File: config.mk
export PLATFORM = sky130hd
export DESIGN_NAME = integer_to_ascii_digits_top
export DESIGN_NICKNAME = d
export VERILOG_FILES = /design/src/design/itad_pkg.sv /design/src/design/integer_to_ascii_digits_top.sv /design/src/design/itad_cell.sv /design/src/design/itad_chain.sv
export SDC_FILE = /design/constraint.sdc
export NUM_CORES = 1
export LEC_CHECK = 0
export ABC_CLOCK_PERIOD_IN_PS = 3400
export BUFFER_PORTS_ARGS = -buffer_cell sky130_fd_sc_hd__buf_2
export CAP_MARGIN = 5
export CORE_ASPECT_RATIO = 2
export CORE_MARGIN = 5
export CORE_UTILIZATION = 45
export CTS_CLUSTER_DIAMETER = 200
export DETAILED_ROUTE_END_ITERATION = 6
export PLACE_DENSITY = 0.69
export SYNTH_ARGS = -nofsm -noshare
export SYNTH_HDL_FRONTEND = slang
export SYNTH_HIERARCHICAL = 1
export SYNTH_SLANG_ARGS = --single-unit
File: constraint.sdc
create_clock -name i_clk -period 3.4 [get_ports i_clk]
set_input_delay 0.68 -clock i_clk [delete_from_list [all_inputs] [get_ports i_clk]]
set_output_delay 0.68 -clock i_clk [all_outputs]
set_load 0.01 [all_outputs]
File: src/design/itad_pkg.sv
// ----------------------------------------------------------------------------
// itad_pkg: shared types and helpers for the integer to ASCII converter
// Transaction structs, mode codes, cell control bundle and character mapping.
// ----------------------------------------------------------------------------
package itad_pkg;

    localparam int VALUE_WIDTH_DEF = 32;
    localparam int IN_VALUE_W      = 32;

    localparam logic [7:0] CH_ZERO  = 8'h30;
    localparam logic [7:0] CH_ALPHA = 8'h61;
    localparam logic [7:0] CH_MINUS = 8'h2D;

    typedef enum logic [1:0] {
        OP_SDEC  = 2'd0,
        OP_UDEC  = 2'd1,
        OP_HEX   = 2'd2,
        OP_UDEC3 = 2'd3
    } t_op;

    typedef struct packed {
        t_op                   op;
        logic [IN_VALUE_W-1:0] value;
    } t_in;

    typedef struct packed {
        logic [7:0] char_code;
        logic       last;
    } t_out;

    // Control for the digit cells, applied to every cell in the same cycle.
    typedef struct packed {
        logic clr;
        logic conv;
        logic dec;
        logic move;
    } t_cell_ctl;

    // Decimal digits needed for the largest w-bit value: floor(w*log10(2))+1.
    function automatic int dec_digits(input int w);
        return ((w * 1233) >> 12) + 1;
    endfunction

    function automatic logic [7:0] digit_char(input logic [3:0] d);
        logic [7:0] ch;
        if (d < 4'd10) begin
            ch = CH_ZERO + {4'd0, d};
        end else begin
            ch = CH_ALPHA + {4'd0, d} - 8'd10;
        end
        return ch;
    endfunction

endpackage

File: src/design/integer_to_ascii_digits_top.sv
// Output order: a minus sign is registered at accept and shown in the next cycle;
// the digits follow after the bit-serial shift through the digit cells, and the
// digits (leading zeros dropped) go out one per cycle, the final character last.
// A new transaction is accepted only in idle, after the bit-serial shift through the
// digit cells and the one-digit-per-cycle scan of the top cell have finished.
// Reset (synchronous, active low) returns the sequencer to idle with no output.
// ----------------------------------------------------------------------------
// integer_to_ascii_digits_top: integer to ASCII text converter
// Signed/unsigned decimal and lowercase hex, most significant digit first.
// ----------------------------------------------------------------------------
module integer_to_ascii_digits_top
    import itad_pkg::*;
#(
    parameter int VALUE_WIDTH = VALUE_WIDTH_DEF
) (
    input  logic i_clk,
    input  logic i_rst_n,
    input  logic start,
    input  t_in  i_in,
    output logic busy,
    output logic o_valid,
    output t_out o_result
);

    localparam int NDIG  = dec_digits(VALUE_WIDTH);
    localparam int CNT_W = $clog2(VALUE_WIDTH + 1);

    typedef enum logic [2:0] {
        ST_IDLE = 3'b001,
        ST_CONV = 3'b010,
        ST_EMIT = 3'b100
    } t_state;

    t_state                 r_state, n_state;
    logic [CNT_W-1:0]       r_cnt, n_cnt;
    logic [VALUE_WIDTH-1:0] r_bits, n_bits;
    logic                   r_dec, n_dec;
    logic                   r_started, n_started;
    logic                   r_valid, n_valid;
    t_out                   r_out, n_out;

    logic [VALUE_WIDTH+IN_VALUE_W-1:0] val_ext;
    logic [VALUE_WIDTH-1:0]            val;
    logic                              neg;
    logic [3:0]                        top;
    t_cell_ctl                         ctl;
    logic                              accept;
    logic                              skip;

    assign accept  = start && (r_state == ST_IDLE);
    assign val_ext = {{VALUE_WIDTH{1'b0}}, i_in.value};
    assign val     = val_ext[VALUE_WIDTH-1:0];
    assign neg     = (i_in.op == OP_SDEC) && val[VALUE_WIDTH-1];
    // Leading zeros are dropped, but the units digit always goes out.
    assign skip    = !r_started && (top == 4'd0) && (r_cnt != CNT_W'(1));

    always_comb begin
        ctl.clr  = accept;
        ctl.conv = (r_state == ST_CONV);
        ctl.dec  = r_dec;
        ctl.move = (r_state == ST_EMIT);
    end

    itad_chain #(.NDIG(NDIG)) u_chain (
        .i_clk (i_clk),
        .i_ctl (ctl),
        .i_bit (r_bits[VALUE_WIDTH-1]),
        .o_top (top)
    );

    always_comb begin
        n_state   = r_state;
        n_cnt     = r_cnt;
        n_bits    = r_bits;
        n_dec     = r_dec;
        n_started = r_started;
        n_valid   = 1'b0;
        n_out     = r_out;
        unique case (r_state)
            ST_IDLE: begin
                if (start) begin
                    n_state = ST_CONV;
                    n_cnt   = CNT_W'(VALUE_WIDTH);
                    n_bits  = neg ? (~val + 1'b1) : val;
                    n_dec   = (i_in.op != OP_HEX);
                    if (neg) begin
                        n_valid         = 1'b1;
                        n_out.char_code = CH_MINUS;
                        n_out.last      = 1'b0;
                    end
                end
            end
            ST_CONV: begin
                n_bits = {r_bits[VALUE_WIDTH-2:0], 1'b0};
                n_cnt  = r_cnt - 1'b1;
                if (r_cnt == CNT_W'(1)) begin
                    n_state   = ST_EMIT;
                    n_cnt     = CNT_W'(NDIG);
                    n_started = 1'b0;
                end
            end
            ST_EMIT: begin
                n_cnt = r_cnt - 1'b1;
                if (!skip) begin
                    n_started       = 1'b1;
                    n_valid         = 1'b1;
                    n_out.char_code = digit_char(top);
                    n_out.last      = (r_cnt == CNT_W'(1));
                end
                if (r_cnt == CNT_W'(1)) begin
                    n_state = ST_IDLE;
                end
            end
            default: begin
                n_state = ST_IDLE;
            end
        endcase
    end

    always_ff @(posedge i_clk) begin
        if (!i_rst_n) begin
            r_state   <= ST_IDLE;
            r_valid   <= 1'b0;
            r_started <= 1'b0;
            r_cnt     <= '0;
        end else begin
            r_state   <= n_state;
            r_valid   <= n_valid;
            r_started <= n_started;
            r_cnt     <= n_cnt;
        end
    end

    always_ff @(posedge i_clk) begin
        r_bits <= n_bits;
        r_dec  <= n_dec;
        r_out  <= n_out;
    end

    assign busy     = (r_state != ST_IDLE);
    assign o_valid  = r_valid;
    assign o_result = r_out;

endmodule

File: src/design/itad_cell.sv
// ----------------------------------------------------------------------------
// itad_cell: one digit cell of the conversion chain
// Holds one 4-bit digit. In convert mode it applies the add-3 correction
// (decimal only) and shifts in a bit from its lower neighbor; in move mode it
// takes the whole digit of its lower neighbor.
// ----------------------------------------------------------------------------
module itad_cell
    import itad_pkg::*;
(
    input  logic       i_clk,
    input  t_cell_ctl  i_ctl,
    input  logic       i_bit,
    input  logic [3:0] i_digit,
    output logic       o_bit,
    output logic [3:0] o_digit
);

    logic [3:0] r_d;
    logic [3:0] n_d;
    logic [3:0] corr;

    assign corr    = (i_ctl.dec && r_d >= 4'd5) ? r_d + 4'd3 : r_d;
    assign o_bit   = corr[3];
    assign o_digit = r_d;

    always_comb begin
        n_d = r_d;
        priority if (i_ctl.clr) begin
            n_d = 4'd0;
        end else if (i_ctl.conv) begin
            n_d = {corr[2:0], i_bit};
        end else if (i_ctl.move) begin
            n_d = i_digit;
        end else begin
            n_d = r_d;
        end
    end

    always_ff @(posedge i_clk) begin
        r_d <= n_d;
    end

endmodule

File: src/design/itad_chain.sv
// ----------------------------------------------------------------------------
// itad_chain: row of digit cells
// Cell zero is the least significant digit; the top cell feeds the output.
// ----------------------------------------------------------------------------
module itad_chain
    import itad_pkg::*;
#(
    parameter int NDIG = dec_digits(VALUE_WIDTH_DEF)
) (
    input  logic       i_clk,
    input  t_cell_ctl  i_ctl,
    input  logic       i_bit,
    output logic [3:0] o_top
);

    logic       carry [NDIG];
    logic [3:0] digit [NDIG+1];

    assign carry[0] = i_bit;
    assign digit[0] = 4'd0;
    assign o_top    = digit[NDIG];

    for (genvar i = 0; i < NDIG; i++) begin : g_cell
        if (i == NDIG - 1) begin : g_top
            itad_cell u_cell (
                .i_clk   (i_clk),
                .i_ctl   (i_ctl),
                .i_bit   (carry[i]),
                .i_digit (digit[i]),
                .o_bit   (),
                .o_digit (digit[i+1])
            );
        end else begin : g_mid
            itad_cell u_cell (
                .i_clk   (i_clk),
                .i_ctl   (i_ctl),
                .i_bit   (carry[i]),
                .i_digit (digit[i]),
                .o_bit   (carry[i+1]),
                .o_digit (digit[i+1])
            );
        end
    end

endmodule

==> results.toml <==
[floorplan]
chipWidth_um = 91.9
core-area_mm2 = 0.0133
start_util = 0.454
rows = 60
die_y_um = 174
io_pins = 48
design.die.area_mm2 = 0.0160

[clock_tree]
hold_buffers = 0
cts-root-buf = "clkbuf_16"
clockBufferDepth = 2
cts_max_level = 3
cts_tree = "built"
post_cts_resized = 0
cts_buffers = 9
clk_latency_ns = 0.34
path_clk_slew_ns = 0.06
cts_sinks = 92
cts_setup_buffers = 0

[timing]
period_minus_slack_ns = 2.29
rsz0062_at_grt = "no"
finalSetupTns_ns = 0
fmax_mhz = 437
drv_slew = 0
tightest_slew_ns = 0.712
finalSetupViolCount = 0
fin_crit_sh = 0.674
hold_viol_final = 0
skew_ns = 0.00627
slew_headroom = 0.525

[power]
ir_drop_mv = 0.251
p_per_area_mw_per_mm2 = 394
finalPower_mw = 2.67
p_leak_nw = 2.36

[placed_design]
gp_congestion = 0.804
hpwlAfterDp_mm = 8.88
portBuffers = 46

[synthesis]
avgSynthCellArea_um2 = 9.21
syn-instance-count = 655
syn_area_mm2 = 0.00603
yosysWarnings = 6

[setup_path]
critPathCaptureType = "flop"
crit_chain = "or3b_1 > buf_4 > clkinv_2 > buf_4 > nand2b_1 > or4_1 > o311ai_0"
crit_required_ns = 3.63
crit_fanout = 29
crit_arrival_ns = 2.52
crit_path_frequent_cell = "buf_4"
path_class = "flop to flop"
startpoint_type = "flop"
cp_slowest_stage_delay_ns = 0.41
critPathSlowestCell = "dfxtp_1"

[final_layout]
final_nets = 767
syn_to_final_growth_pct = 12.5
final_cell_mix = "o21ai_0, dfxtp_1, inv_1"
n_antenna_cell = 0
drive_gt1_frac = 0.159
layout_commonest_cell = "o21ai_0"

[route]
wl_per_cell_um = 14.8
antenna_left = 0
totalWireLength_mm = 12.8
dr.first_iter.drc_count = 328
route.detailed.drc = 0
first_pass_iters = 5
num_vias = 4982
vias_per_cell = 5.76

[status]
status = "complete, no violations"

[hold_path]
hold_class = "flop to flop"

[global_route]
grt_pass1_wl_mm = 22.4
grt_max_degree = 53
overflow = 0
track_usage = 0.168
first_global_vias = 4674
grt_antenna_before_repair = 0

[job]
maxCapViolCount = 0
==> routing by layer <==
metal | global-route usage | wire length, um | vias to the layer above | share of wire
met2 | 0.261 | 6130 | 77 | 0.48
met1 | 0.233 | 6040 | 2364 | 0.47
met3 | 0.0326 | 415 | 15 | 0.032
met4 | 0.0596 | 198 | 0 | 0.015
met5 | 0 | 0 | - | 0
li1 | - | - | 2526 | -
==> final timing paths <==
check | startpoint | end | cells past startpoint | slack, ns
min | r_cnt[3]$_SDFFE_PN0P_ | r_cnt[3]$_SDFFE_PN0P_ | 2 | 0.47
max reg2reg | r_state[1]$_SDFFE_PN0P_ | u_chain/g_cell[0].g_mid.u_cell/o_digit[2]$_SDFFE_PP0P_ | 7 | 1.11
min reg2reg | r_cnt[3]$_SDFFE_PN0P_ | r_cnt[3]$_SDFFE_PN0P_ | 2 | 0.47
max | r_state[1]$_SDFFE_PN0P_ | u_chain/g_cell[0].g_mid.u_cell/o_digit[2]$_SDFFE_PP0P_ | 7 | 1.11
==> area by class of cell <==
| class | instances | area (um2) |
|---|---|---|
| flip-flops and latches | 92 | 2250 |
| fillers | 1208 | 6500 |
| multi-input cells | 493 | 3490 |
| repair buffers | 58 | 358 |
| clock buffers | 10 | 239 |
| clock inverters | 6 | 62.6 |
| well taps | 155 | 194 |
| inverters | 51 | 193 |
==> worst max-delay path: cells and delay by family, from the launching register on <==
family                 cells  cell delay [ns]
AOI/OAI and AO/OA          1             0.10
buffers and inverters      3             0.84
DFF                        1             0.41
and+or+nand+nor            3             0.82
==> through the flow <==
stage	hold WS [ns]	area (um2)	instances	setup WS, ns	util
2_1_floorplan	0.443	6040	658	0.743	-
3_3_place_gp	0.457	6480	849	1.00	0.488
3_5_place_dp	0.465	6480	849	0.945	0.488
4_1_cts	0.473	6790	865	1.11	0.511
5_1_grt	0.520	6790	865	0.978	0.511
6_report	0.469	6790	865	1.11	0.511
==> flip-flops by register name, summed over array words and instances, names as in the netlist <==
| signal | cells |
|---|---|
| r_state | 3 |
| o_result | 8 |
| r_started | 1 |
| o_valid | 1 |
| r_dec | 1 |
| r_bits | 32 |
| u_chain/g_cell.g_mid.u_cell/o_digit | 36 |
| u_chain/g_cell.g_top.u_cell/o_digit | 4 |
| r_cnt | 6 |
==> where the power goes <==
part	switching [mW]	total [mW]	internal, mW
Sequential	0.0541	1.29	1.23
Clock	0.430	1.02	0.589
Combinational	0.217	0.367	0.149
Power figures use the tool's default switching activity.
